## src/hw/rtl/sicbd_pkg.sv

```systemverilog
package sicbd_pkg;

   localparam int unsigned MAX_BASE            = 16;
   localparam int unsigned QUEUE_DEPTH_DEFAULT = 2;
   localparam int unsigned VALUE_W             = 32;
   localparam int unsigned CHAR_W              = 8;
   localparam int unsigned DIGIT_W             = 4;
   localparam int unsigned BASE_LEN_W          = 5;
   localparam int unsigned ALPHA_W             = 128;
   localparam int unsigned CSR_DATA_W          = 64;
   localparam int unsigned CSR_INDEX_W         = 2;
   localparam int unsigned MAX_DIGITS          = 32;
   localparam int unsigned DIG_IDX_W           = $clog2(MAX_DIGITS);

   localparam logic [CHAR_W-1:0] CHAR_PLUS  = 8'h2B;
   localparam logic [CHAR_W-1:0] CHAR_MINUS = 8'h2D;

   typedef enum logic [CSR_INDEX_W-1:0] {
      CSR_BASE_LENGTH   = 2'd0,
      CSR_ALPHABET_LOW  = 2'd1,
      CSR_ALPHABET_HIGH = 2'd2
   } csr_index_type;

   typedef enum logic [2:0] {
      ST_IDLE,
      ST_MUL,
      ST_FIX,
      ST_SIGN,
      ST_EMIT
   } back_state_type;

   typedef struct packed {
      logic [BASE_LEN_W-1:0] base_length;
      logic [ALPHA_W-1:0]    alphabet;
   } sicbd_cfg_type;

   typedef struct packed {
      logic               neg;
      logic [VALUE_W-1:0] mag;
   } sicbd_job_type;

   function automatic logic [CHAR_W-1:0] alpha_char(input logic [ALPHA_W-1:0] alpha,
                                                    input logic [DIGIT_W-1:0] idx);
      alpha_char = alpha[{idx, 3'b000} +: CHAR_W];
   endfunction

   // floor(2^32 / radix); the quotient estimate it gives is at most one short.
   function automatic logic [VALUE_W-1:0] recip(input logic [BASE_LEN_W-1:0] radix);
      case (radix)
         5'd2:    recip = 32'h8000_0000;
         5'd3:    recip = 32'h5555_5555;
         5'd4:    recip = 32'h4000_0000;
         5'd5:    recip = 32'h3333_3333;
         5'd6:    recip = 32'h2AAA_AAAA;
         5'd7:    recip = 32'h2492_4924;
         5'd8:    recip = 32'h2000_0000;
         5'd9:    recip = 32'h1C71_C71C;
         5'd10:   recip = 32'h1999_9999;
         5'd11:   recip = 32'h1745_D174;
         5'd12:   recip = 32'h1555_5555;
         5'd13:   recip = 32'h13B1_3B13;
         5'd14:   recip = 32'h1249_2492;
         5'd15:   recip = 32'h1111_1111;
         5'd16:   recip = 32'h1000_0000;
         default: recip = '0;
      endcase
   endfunction

endpackage

```

## src/hw/rtl/sicbd_front.sv

```systemverilog
module sicbd_front import sicbd_pkg::*; (
   input  logic                   clock,
   input  logic                   reset,
   input  logic                   csr_write_enable,
   input  logic [CSR_INDEX_W-1:0] csr_index,
   input  logic [CSR_DATA_W-1:0]  csr_write_data,
   input  logic                   req_valid,
   output logic                   req_ready,
   input  logic signed [VALUE_W-1:0] req_value,
   input  logic                   queue_full,
   output logic                   push,
   output sicbd_job_type          job,
   output sicbd_cfg_type          cfg
);

   logic [BASE_LEN_W-1:0] base_length_ff;
   logic [CSR_DATA_W-1:0] alphabet_low_ff;
   logic [CSR_DATA_W-1:0] alphabet_high_ff;
   logic                  base_valid;

   function automatic logic base_ok(input sicbd_cfg_type c);
      logic              ok;
      logic [CHAR_W-1:0] ci;
      ok = (c.base_length >= BASE_LEN_W'(2)) && (c.base_length <= BASE_LEN_W'(MAX_BASE));
      for (int i = 0; i < MAX_BASE; i++) begin
         ci = alpha_char(c.alphabet, DIGIT_W'(i));
         if (BASE_LEN_W'(i) < c.base_length) begin
            if (ci == CHAR_PLUS || ci == CHAR_MINUS) begin
               ok = 1'b0;
            end
            for (int j = i + 1; j < MAX_BASE; j++) begin
               if (BASE_LEN_W'(j) < c.base_length &&
                   alpha_char(c.alphabet, DIGIT_W'(j)) == ci) begin
                  ok = 1'b0;
               end
            end
         end
      end
      base_ok = ok;
   endfunction

   always_ff @(posedge clock) begin
      if (reset) begin
         base_length_ff   <= '0;
         alphabet_low_ff  <= '0;
         alphabet_high_ff <= '0;
      end else if (csr_write_enable) begin
         case (csr_index)
            CSR_BASE_LENGTH:   base_length_ff   <= csr_write_data[BASE_LEN_W-1:0];
            CSR_ALPHABET_LOW:  alphabet_low_ff  <= csr_write_data;
            CSR_ALPHABET_HIGH: alphabet_high_ff <= csr_write_data;
            default: ;
         endcase
      end
   end

   assign cfg.base_length = base_length_ff;
   assign cfg.alphabet    = {alphabet_high_ff, alphabet_low_ff};

   assign base_valid = base_ok(cfg);
   assign req_ready  = !queue_full;

   // Values arriving while the base is invalid are taken and dropped here.
   assign push    = req_valid && req_ready && base_valid;
   assign job.neg = req_value[VALUE_W-1];
   assign job.mag = req_value[VALUE_W-1] ? VALUE_W'(~req_value + 1'b1) : VALUE_W'(req_value);

endmodule

```

## src/hw/rtl/sicbd_queue.sv

```systemverilog
module sicbd_queue import sicbd_pkg::*; #(
   parameter int unsigned DEPTH = QUEUE_DEPTH_DEFAULT
) (
   input  logic          clock,
   input  logic          reset,
   input  logic          push,
   input  sicbd_job_type push_data,
   output logic          full,
   input  logic          pop,
   output sicbd_job_type pop_data,
   output logic          not_empty
);

   localparam int unsigned PTR_W = (DEPTH > 1) ? $clog2(DEPTH) : 1;
   localparam int unsigned CNT_W = $clog2(DEPTH + 1);

   sicbd_job_type    entries_ff [DEPTH];
   logic [PTR_W-1:0] wr_ptr_ff, wr_ptr_in;
   logic [PTR_W-1:0] rd_ptr_ff, rd_ptr_in;
   logic [CNT_W-1:0] count_ff, count_in;

   assign full      = (count_ff == CNT_W'(DEPTH));
   assign not_empty = (count_ff != '0);
   assign pop_data  = entries_ff[rd_ptr_ff];

   always_comb begin
      wr_ptr_in = wr_ptr_ff;
      rd_ptr_in = rd_ptr_ff;
      count_in  = count_ff;
      if (push) begin
         wr_ptr_in = (wr_ptr_ff == PTR_W'(DEPTH - 1)) ? '0 : wr_ptr_ff + PTR_W'(1);
      end
      if (pop) begin
         rd_ptr_in = (rd_ptr_ff == PTR_W'(DEPTH - 1)) ? '0 : rd_ptr_ff + PTR_W'(1);
      end
      if (push && !pop) begin
         count_in = count_ff + CNT_W'(1);
      end else if (pop && !push) begin
         count_in = count_ff - CNT_W'(1);
      end
   end

   always_ff @(posedge clock) begin
      if (reset) begin
         wr_ptr_ff <= '0;
         rd_ptr_ff <= '0;
         count_ff  <= '0;
      end else begin
         wr_ptr_ff <= wr_ptr_in;
         rd_ptr_ff <= rd_ptr_in;
         count_ff  <= count_in;
      end
   end

   always_ff @(posedge clock) begin
      if (push) begin
         entries_ff[wr_ptr_ff] <= push_data;
      end
   end

endmodule

```

## src/hw/rtl/sicbd_back.sv

```systemverilog
module sicbd_back import sicbd_pkg::*; (
   input  logic               clock,
   input  logic               reset,
   input  sicbd_cfg_type      cfg,
   input  logic               job_valid,
   input  sicbd_job_type      job,
   output logic               job_pop,
   output logic               rsp_valid,
   input  logic               rsp_ready,
   output logic [CHAR_W-1:0]  rsp_character,
   output logic               rsp_last
);

   back_state_type        state_ff, state_in;
   logic [VALUE_W-1:0]    mag_ff, mag_in;
   logic                  neg_ff, neg_in;
   logic [VALUE_W-1:0]    recip_ff, recip_in;
   logic [2*VALUE_W-1:0]  prod_ff, prod_in;
   logic [DIG_IDX_W-1:0]  dig_idx_ff, dig_idx_in;
   logic [DIGIT_W-1:0]    digits_ff [MAX_DIGITS];
   logic                  rsp_valid_ff, rsp_valid_in;
   logic [CHAR_W-1:0]     rsp_character_ff, rsp_character_in;
   logic                  rsp_last_ff, rsp_last_in;

   logic                  slot_free;
   logic                  digit_we;
   logic [VALUE_W-1:0]    quot_est;
   logic [VALUE_W-1:0]    rem_est;
   logic                  need_fix;
   logic [5:0]            rem_fixed;
   logic [VALUE_W-1:0]    quot;
   logic [DIGIT_W-1:0]    digit;

   assign slot_free = !rsp_valid_ff || rsp_ready;
   assign prod_in   = (2*VALUE_W)'(mag_ff) * (2*VALUE_W)'(recip_ff);

   // The estimate is the true quotient or one less, so the remainder is below
   // twice the radix and a single compare and subtract corrects it.
   assign quot_est  = prod_ff[2*VALUE_W-1:VALUE_W];
   assign rem_est   = mag_ff - VALUE_W'(quot_est * VALUE_W'(cfg.base_length));
   assign need_fix  = (rem_est[5:0] >= {1'b0, cfg.base_length});
   assign rem_fixed = rem_est[5:0] - {1'b0, cfg.base_length};
   assign quot      = need_fix ? quot_est + VALUE_W'(1) : quot_est;
   assign digit     = need_fix ? rem_fixed[DIGIT_W-1:0] : rem_est[DIGIT_W-1:0];

   always_comb begin
      state_in         = state_ff;
      mag_in           = mag_ff;
      neg_in           = neg_ff;
      recip_in         = recip_ff;
      dig_idx_in       = dig_idx_ff;
      rsp_valid_in     = rsp_valid_ff && !rsp_ready;
      rsp_character_in = rsp_character_ff;
      rsp_last_in      = rsp_last_ff;
      job_pop          = 1'b0;
      digit_we         = 1'b0;
      case (state_ff)
         ST_IDLE: begin
            if (job_valid) begin
               job_pop    = 1'b1;
               mag_in     = job.mag;
               neg_in     = job.neg;
               recip_in   = recip(cfg.base_length);
               dig_idx_in = '0;
               state_in   = ST_MUL;
            end
         end
         ST_MUL: begin
            state_in = ST_FIX;
         end
         ST_FIX: begin
            digit_we = 1'b1;
            mag_in   = quot;
            if (quot == '0 || dig_idx_ff == DIG_IDX_W'(MAX_DIGITS - 1)) begin
               state_in = neg_ff ? ST_SIGN : ST_EMIT;
            end else begin
               dig_idx_in = dig_idx_ff + DIG_IDX_W'(1);
               state_in   = ST_MUL;
            end
         end
         ST_SIGN: begin
            if (slot_free) begin
               rsp_valid_in     = 1'b1;
               rsp_character_in = CHAR_MINUS;
               rsp_last_in      = 1'b0;
               state_in         = ST_EMIT;
            end
         end
         ST_EMIT: begin
            // Digits were stored least significant first, so they leave in reverse.
            if (slot_free) begin
               rsp_valid_in     = 1'b1;
               rsp_character_in = alpha_char(cfg.alphabet, digits_ff[dig_idx_ff]);
               rsp_last_in      = (dig_idx_ff == '0);
               if (dig_idx_ff == '0) begin
                  state_in = ST_IDLE;
               end else begin
                  dig_idx_in = dig_idx_ff - DIG_IDX_W'(1);
               end
            end
         end
         default: begin
            state_in = ST_IDLE;
         end
      endcase
   end

   always_ff @(posedge clock) begin
      if (reset) begin
         state_ff     <= ST_IDLE;
         rsp_valid_ff <= 1'b0;
      end else begin
         state_ff     <= state_in;
         rsp_valid_ff <= rsp_valid_in;
      end
   end

   always_ff @(posedge clock) begin
      mag_ff           <= mag_in;
      neg_ff           <= neg_in;
      recip_ff         <= recip_in;
      prod_ff          <= prod_in;
      dig_idx_ff       <= dig_idx_in;
      rsp_character_ff <= rsp_character_in;
      rsp_last_ff      <= rsp_last_in;
      if (digit_we) begin
         digits_ff[dig_idx_ff] <= digit;
      end
   end

   assign rsp_valid     = rsp_valid_ff;
   assign rsp_character = rsp_character_ff;
   assign rsp_last      = rsp_last_ff;

endmodule

```

## src/hw/rtl/signed_int_to_custom_base_digits_core.sv

```systemverilog
// Converts a signed 32-bit value to text in a base set by a digit alphabet of up to
// sixteen characters, emitting one character per beat: a leading '-' for negatives,
// then digits from most significant down, with rsp_last on the final one. While the
// base is invalid (length below 2 or above 16, a repeated character, or a '+' or '-'
// in use), accepted values produce no beats. The front takes one value per cycle as
// long as the job queue has room; the back converts one value at a time, taking the
// job, then running a reciprocal multiply and its correction step for each digit,
// then emitting a '-' for a negative value and one character per beat while the
// result side is not stalled. Configuration takes effect on the next cycle.
module signed_int_to_custom_base_digits_core import sicbd_pkg::*; #(
   parameter int unsigned QUEUE_DEPTH = QUEUE_DEPTH_DEFAULT
) (
   input  logic                      clock,
   input  logic                      reset,
   input  logic                      csr_write_enable,
   input  logic [CSR_INDEX_W-1:0]    csr_index,
   input  logic [CSR_DATA_W-1:0]     csr_write_data,
   input  logic                      req_valid,
   output logic                      req_ready,
   input  logic signed [VALUE_W-1:0] req_value,
   output logic                      rsp_valid,
   input  logic                      rsp_ready,
   output logic [CHAR_W-1:0]         rsp_character,
   output logic                      rsp_last
);

   sicbd_cfg_type cfg;
   sicbd_job_type push_job;
   sicbd_job_type pop_job;
   logic          push;
   logic          pop;
   logic          queue_full;
   logic          queue_not_empty;

   sicbd_front u_front (
      .clock            (clock),
      .reset            (reset),
      .csr_write_enable (csr_write_enable),
      .csr_index        (csr_index),
      .csr_write_data   (csr_write_data),
      .req_valid        (req_valid),
      .req_ready        (req_ready),
      .req_value        (req_value),
      .queue_full       (queue_full),
      .push             (push),
      .job              (push_job),
      .cfg              (cfg)
   );

   sicbd_queue #(
      .DEPTH (QUEUE_DEPTH)
   ) u_queue (
      .clock     (clock),
      .reset     (reset),
      .push      (push),
      .push_data (push_job),
      .full      (queue_full),
      .pop       (pop),
      .pop_data  (pop_job),
      .not_empty (queue_not_empty)
   );

   sicbd_back u_back (
      .clock         (clock),
      .reset         (reset),
      .cfg           (cfg),
      .job_valid     (queue_not_empty),
      .job           (pop_job),
      .job_pop       (pop),
      .rsp_valid     (rsp_valid),
      .rsp_ready     (rsp_ready),
      .rsp_character (rsp_character),
      .rsp_last      (rsp_last)
   );

endmodule

```

## config.mk

```make
export PLATFORM = sky130hd
export DESIGN_NAME = signed_int_to_custom_base_digits_core
export DESIGN_NICKNAME = d
export VERILOG_FILES = /design/src/hw/rtl/sicbd_pkg.sv /design/src/hw/rtl/sicbd_front.sv /design/src/hw/rtl/sicbd_queue.sv /design/src/hw/rtl/sicbd_back.sv /design/src/hw/rtl/signed_int_to_custom_base_digits_core.sv
export SDC_FILE = /design/constraint.sdc
export NUM_CORES = 2
export LEC_CHECK = 0
export ABC_AREA = 1
export ABC_CLOCK_PERIOD_IN_PS = 15900
export BUFFER_PORTS_ARGS = -buffer_cell sky130_fd_sc_hd__buf_2
export CAP_MARGIN = 20
export CELL_PAD_IN_SITES_DETAIL_PLACEMENT = 0
export CELL_PAD_IN_SITES_GLOBAL_PLACEMENT = 1
export CORE_UTILIZATION = 40
export CTS_CLUSTER_SIZE = 14
export DETAILED_ROUTE_END_ITERATION = 10
export PLACE_DENSITY_LB_ADDON = 0.1
export RECOVER_POWER = 100
export SYNTH_ARGS = -nofsm -noshare
export SYNTH_HDL_FRONTEND = slang
export SYNTH_HIERARCHICAL = 1
export SYNTH_SLANG_ARGS = --single-unit
```

## constraint.sdc

```tcl
create_clock -name clock -period 15.9 [get_ports clock]
set_input_delay 3.18 -clock clock [delete_from_list [all_inputs] [get_ports clock]]
set_output_delay 3.18 -clock clock [all_outputs]
set_load 0.05 [all_outputs]
```

======== Word level (Yosys, flattened, before mapping) ========
Memories as Yosys holds them, arrays and structs flattened. A register that Yosys moved wholly into a read port is not among the register bits.
Index checks and enable logic that the tools add are counted.
W data, S select, Z words.
word-level totals
  register bits ........................... 252
  bits in writable memories ............... 194
  bits in read-only memories .............. 1024
  input port bits ......................... 103
  logic and storage cells ................. 574
  memories ................................ 3
memory list
  memory              depth  width  read ports  clocked after memory_dff  wr ports  line               text
  (name not given)    32     32     1           1                         0         sicbd_pkg.sv:49    case (radix)
  u_back.digits_ff    32     4      1           1                         1         sicbd_back.sv:20   logic [DIGIT_W-1:0] digits_ff [MAX_DIGITS];
  u_queue.entries_ff  2      33     1           1                         1         sicbd_queue.sv:17  sicbd_job_type entries_ff [DEPTH];
cells by class
  add/sub/neg operators ................... 10
  multiply operators ...................... 2
  order comparisons ....................... 19
  equal/unequal tests ..................... 166
  shift operators ......................... 1
  muxes and demuxes ....................... 191
  bitwise logic cells ..................... 1
  reduce and logical (&&, ||, !) cells .... 167
operator list
  cell                     count
  $eq A8 B8 Y1             120
  $eq A8 B6 Y1 const B     32
  $mux W1                  167
  $shiftx A128 B8 Y8       1
  $logic_and A1 B1 Y1      126
  $mux W32                 3
  $add A32 B1 Y32 const B  2
  $mul A32 B32 Y64         1
  $pmux W32 S2             1
  $lt A4 B5 Y1 const A     8
  $logic_not A32 Y1        1
  $mul A32 B5 Y6           1
  $not A32 Y32             1
  $mux W5                  5
  $lt A3 B5 Y1 const A     4
  $logic_or A1 B1 Y1       18
  $mux W3                  6
  $mux W8                  2
  $pmux W8 S2              1
  $pmux W3 S5              1
  $pmux W5 S3              1
  $lt A1 B5 Y1 const A     2
  $lt A2 B5 Y1 const A     2
  $reduce_and A2 Y1        5
  31 further kinds         46

======== Logic depth before layout (Yosys ltp) ========
  depth after elaboration ................. 159
  depth in mapped cells ................... 34
  mapped depth without buffers ............ 32

======== Hierarchy ========
Netlist, hierarchy kept.
modules (own cells, without submodules)
  module       times used  cells an instance  area an instance (µm²)
  sicbd_back   1           5256               44505.2
  sicbd_front  1           3691               20195.6
  sicbd_queue  1           136                2763.9

======== Least setup slack after synthesis ========
Ideal clock, no wire load.
  kind .................................... register -> register
  start point ............................. reg u_back.recip_ff[26]
  end point ............................... reg u_back.prod_ff[60]
  setup time .............................. 0.072 ns
  arrival time ............................ 6.772 ns
  data required time ...................... 15.828 ns
  slack ................................... 9.056 ns
  cell stages (with the launch flop) ...... 32
  path buffers ............................ 1
  clock period less this slack ............ 6.844 ns
  cells stage by stage .................... edfxtp_1 > clkbuf_1 > nand2_1 > inv_1 > fa_1 > fa_1 > inv_1 > fa_1 > fa_1 > inv_1 > fa_1 > inv_1 > fa_1 > inv_1 > fa_1 > inv_1 > fa_1 > inv_1 > ha_1 > nand2_1 > nor2_1 > inv_1 > nor2_1 > inv_1 > nor4_1 > nand3_1 > nand3_1 > nand2_1 > o211ai_1 > a21boi_0 > o21ai_0 > xor2_1
between the ends
  cells in the longest elaborated chain, start to end .. 1
ends and longest elaborated chain
  what                    line               text
  start: declaration      sicbd_back.sv:17   logic [VALUE_W-1:0] recip_ff, recip_in;
  $mul A32 B32 Y64        sicbd_back.sv:35   assign prod_in = (2*VALUE_W)'(mag_ff) * (2*VALUE_W)'(recip_ff);
  via u_back.prod_in[60]  sicbd_back.sv:18   logic [2*VALUE_W-1:0] prod_ff, prod_in;
  end signal: assignment  sicbd_back.sv:122  prod_ff <= prod_in;
  end: declaration        sicbd_back.sv:18
The timed path passes the listed nets, and every way through them passes these cells.
A chain may end at the register's enable or synchronous reset.

==> results by group <==
Floorplan
  • Die area: 170,000 µm²
  • Rows: 150
  • Initial Util: 40.3%
  • Horiz. Die Dim: roughly 410 µm
  • I/O Pins: 114
  • Core footprint: 167,000 µm²
  • Die height: 413 µm

Drt
  • Vias per cell: 5.61
  • Via Count: 62,700
  • Post-route DRC: 0
  • WL/cell: 30.6 µm
  • Detailed Route Iter0 Violations: 6,909
  • DRT Pass-1 Iters: 9
  • Post-DRT Antenna Nets: 0
  • Routed wire length: 342 mm

Finish
  • Final #Nets: a little over 10,000
  • Area delta synth->final: 5.85%
  • Fill count: 17,300
  • Share of cells above drive strength 1: 5.52%
  • Most common library cell in the layout ignoring fill and taps: nand2_1
  • Most frequent cells in the layout: nand2_1, inv_1, fa_1

Setup path
  • Critical Path End: u_back/rsp_character[3]$_SDFFCE_PN1P_
  • Arr. time, crit path: 11.18 ns
  • Critical Path Fanout Max: 65
  • Crit Path Class: register to register
  • CP endpoint kind: register
  • Reg2Reg Setup Slack: 5.03 ns
  • R2r worst-path depth: 15
  • Required @ worst endpoint: approximately 16 ns
  • Reg-to-reg critical path endpoint: u_back/rsp_character[3]$_SDFFCE_PN1P_
  • Startpoint types: register

Clock network
  • Clock root buffer master: clkbuf_16
  • TritonCTS clock tree: yes
  • # hold bufs at CTS: 0
  • Max clock buf depth: 3
  • TritonCTS buffer count: 49
  • Sink Count: ~440
  • Post-CTS setup buffer count: 0
  • PostCTS Resize Cnt: 0
  • Clk_lat worst skew: 0.67 ns
  • H-tree depth: 2
  • Clock-pin slew on the worst setup and hold paths: approximately 0.06 ns

Logic synthesis
  • Fraction of the yosys area taken by sequential cells: 17.0%
  • Synthesized flop and latch total: 442
  • Synth warn: 6
  • Number of synthesized flops with an enable pin: 263
  • Net Count, Synth: 10,400
  • Fraction of registers with async set/reset: 0%
  • Mapped Cells: around 9,000
  • Synth cell types: 63
  • Synthesized cell area: 67,500 µm²
  • Mapped Avg Cell Area: 7.43 µm²
  • Dominant synthesized flop cell: edfxtp_1

STA
  • Final min period: about 11 ns
  • Final setup TNS: 0 ns
  • Max Slew Vio Count: 676
  • Clock Skews: 0.0696 ns
  • Tcrit/Tclk final: 68.4%
  • RSZ-0062 raised after global routing: no
  • Slew headroom: -163%
  • Final hold viol count: 0
  • Final WS setup: 5.03 ns
  • Slew @ Worst Pin: 3.95 ns
  • Max Clk Rate: between 90 and 100 MHz
  • Setup violations, final: 0

Job
  • Max-cap check violation count: 15

Place
  • Port bufs: 113
  • Hpwl dp: 249 mm
  • GPL Wtd Cong: 1.04
  • DP Worst Slack: 7.77 ns

GRT
  • Initial antenna violation count: 29
  • Routing usage on met1: 46.7%
  • Largest net degree at the start of global routing: about 70
  • Total Routing Usage GR: around 40%
  • Routing usage on met3: 7.18%
  • Gr busiest metal: met2
  • Grt met2 use: 64.6%
  • Grt total ovfl: 0
  • First-pass GRT wire length: 480 mm
  • Via count of the first global-routing pass: 63,500

Hold path
  • Hold depth: 2
  • HP Class: register to register
  • Min-delay src: u_queue/rd_ptr_ff$_SDFFE_PP0P_

Run status
  • Failing checks: capacitance limit, slew limit
  • Status: finished, violations left
-- state kept, by name (all words and copies together) (netlist names), 2 cells and up, named ones only --
register	cells
u_back/digits_ff	128
u_front/alphabet_low_ff	64
u_back/state_ff	3
u_front/alphabet_high_ff	64
u_queue/count_ff	2
u_queue/entries_ff	66
u_front/base_length_ff	5
u_back/recip_ff	22
u_back/dig_idx_ff	5
u_back/mag_ff	32
u_back/rsp_character	8
u_back/prod_ff	32
-- logic make-up (layout without fill, tap and decap cells) --
| family | Yosys count | count (layout) | share of synthesized area (%) |
|---|---|---|---|
| flops | 442 | 442 | 17.0 |
| simple gates | 3930 | 3930 | 23.7 |
| compound gates | 749 | 749 | 6.80 |
| other cells | 0 | 26 | 0 |
| mux | 34 | 34 | 0.733 |
| buf+inv | 2278 | 2141 | 13.7 |
| xor+xnor | 463 | 463 | 6.02 |
| fa+ha+maj | 1187 | 1187 | 32.1 |
-- worst max-delay path, cell delays in order, from the launching register on --
cell,delay (ns)
dfxtp_2,0.31
clkbuf_1,2.06
clkinv_1,0.99
clkbuf_1,0.99
o21ai_0,0.51
o221ai_1,0.21
nand3_1,0.14
nand3_1,0.11
nand2_2,0.09
clkbuf_1,2.22
clkinv_1,0.28
clkbuf_1,1.13
o21ai_0,0.52
o22ai_1,0.20
o211ai_1,0.26
nand3_1,0.34
-- synthesized netlist by cell type, types with 138 or more instances --
cell | count | share of area (%)
a211oi_1 | 138 | 1.5
a21oi_1 | 173 | 1.3
buf_2 | 303 | 2.2
clkbuf_1 | 213 | 1.2
dfxtp_1 | 179 | 5.3
edfxtp_1 | 263 | 12
fa_1 | 902 | 27
ha_1 | 285 | 5.3
inv_1 | 1643 | 9.1
nand2_1 | 2551 | 14
nand3_1 | 215 | 1.6
nand4_1 | 261 | 2.4
nor2_1 | 764 | 4.3
o21ai_0 | 237 | 1.8
xnor2_1 | 222 | 2.9
xor2_1 | 240 | 3.1
-- per-layer routing --
| metal | vias to the layer above | part of all wire [%] |
|---|---|---|
| met5 | - | 0.0067 |
| met4 | 4 | 9.8 |
| met3 | 1136 | 8.2 |
| met2 | 3467 | 46 |
| met1 | 30700 | 36 |
| li1 | 27400 | - |
-- how the worst min path moves through the flow --
| stage | to | slack [ns] |
|---|---|---|
| 6_report | register | 0.52 |
| 4_1_cts | register | 0.52 |
| 3_3_place_gp | u_queue/wr_ptr_ff$_SDFFE_PP0P_ | 0.50 |
| 5_1_grt | u_queue/wr_ptr_ff$_SDFFE_PP0P_ | 0.54 |
| 3_5_place_dp | register | 0.50 |
| 2_1_floorplan | register | 0.48 |
-- per-stage QoR --
step / std cells / hold slack, ns / util (%) / area (µm²)
final: 11200 / 0.516 / 42.7 / 71400
after global routing: 11200 / 0.545 / 42.7 / 71400
after CTS: 11100 / 0.516 / 42.7 / 71500
after detailed placement: 11100 / 0.501 / 41.8 / 69800
after global placement: 11100 / 0.503 / 41.8 / 69800
after floorplan: 9083 / 0.481 / - / 67500
-- area by class of cell --
cell class | instances | area, µm² | area share (%)
multi-input combinational | 6363 | 46700 | 65.5
sequential | 442 | 11500 | 16.1
inverter | 1694 | 6380 | 8.93
tap | 2204 | 2760 | 3.86
timing repair buffer | 357 | 2340 | 3.27
clock buffer | 61 | 1290 | 1.81
clock inverter | 29 | 330 | 0.463
antenna | 26 | 65.1 | 0.0911
Power is left out: the tool's default activity adds up to more than one toggle a clock period on the data nets, which glitch-free logic cannot reach.
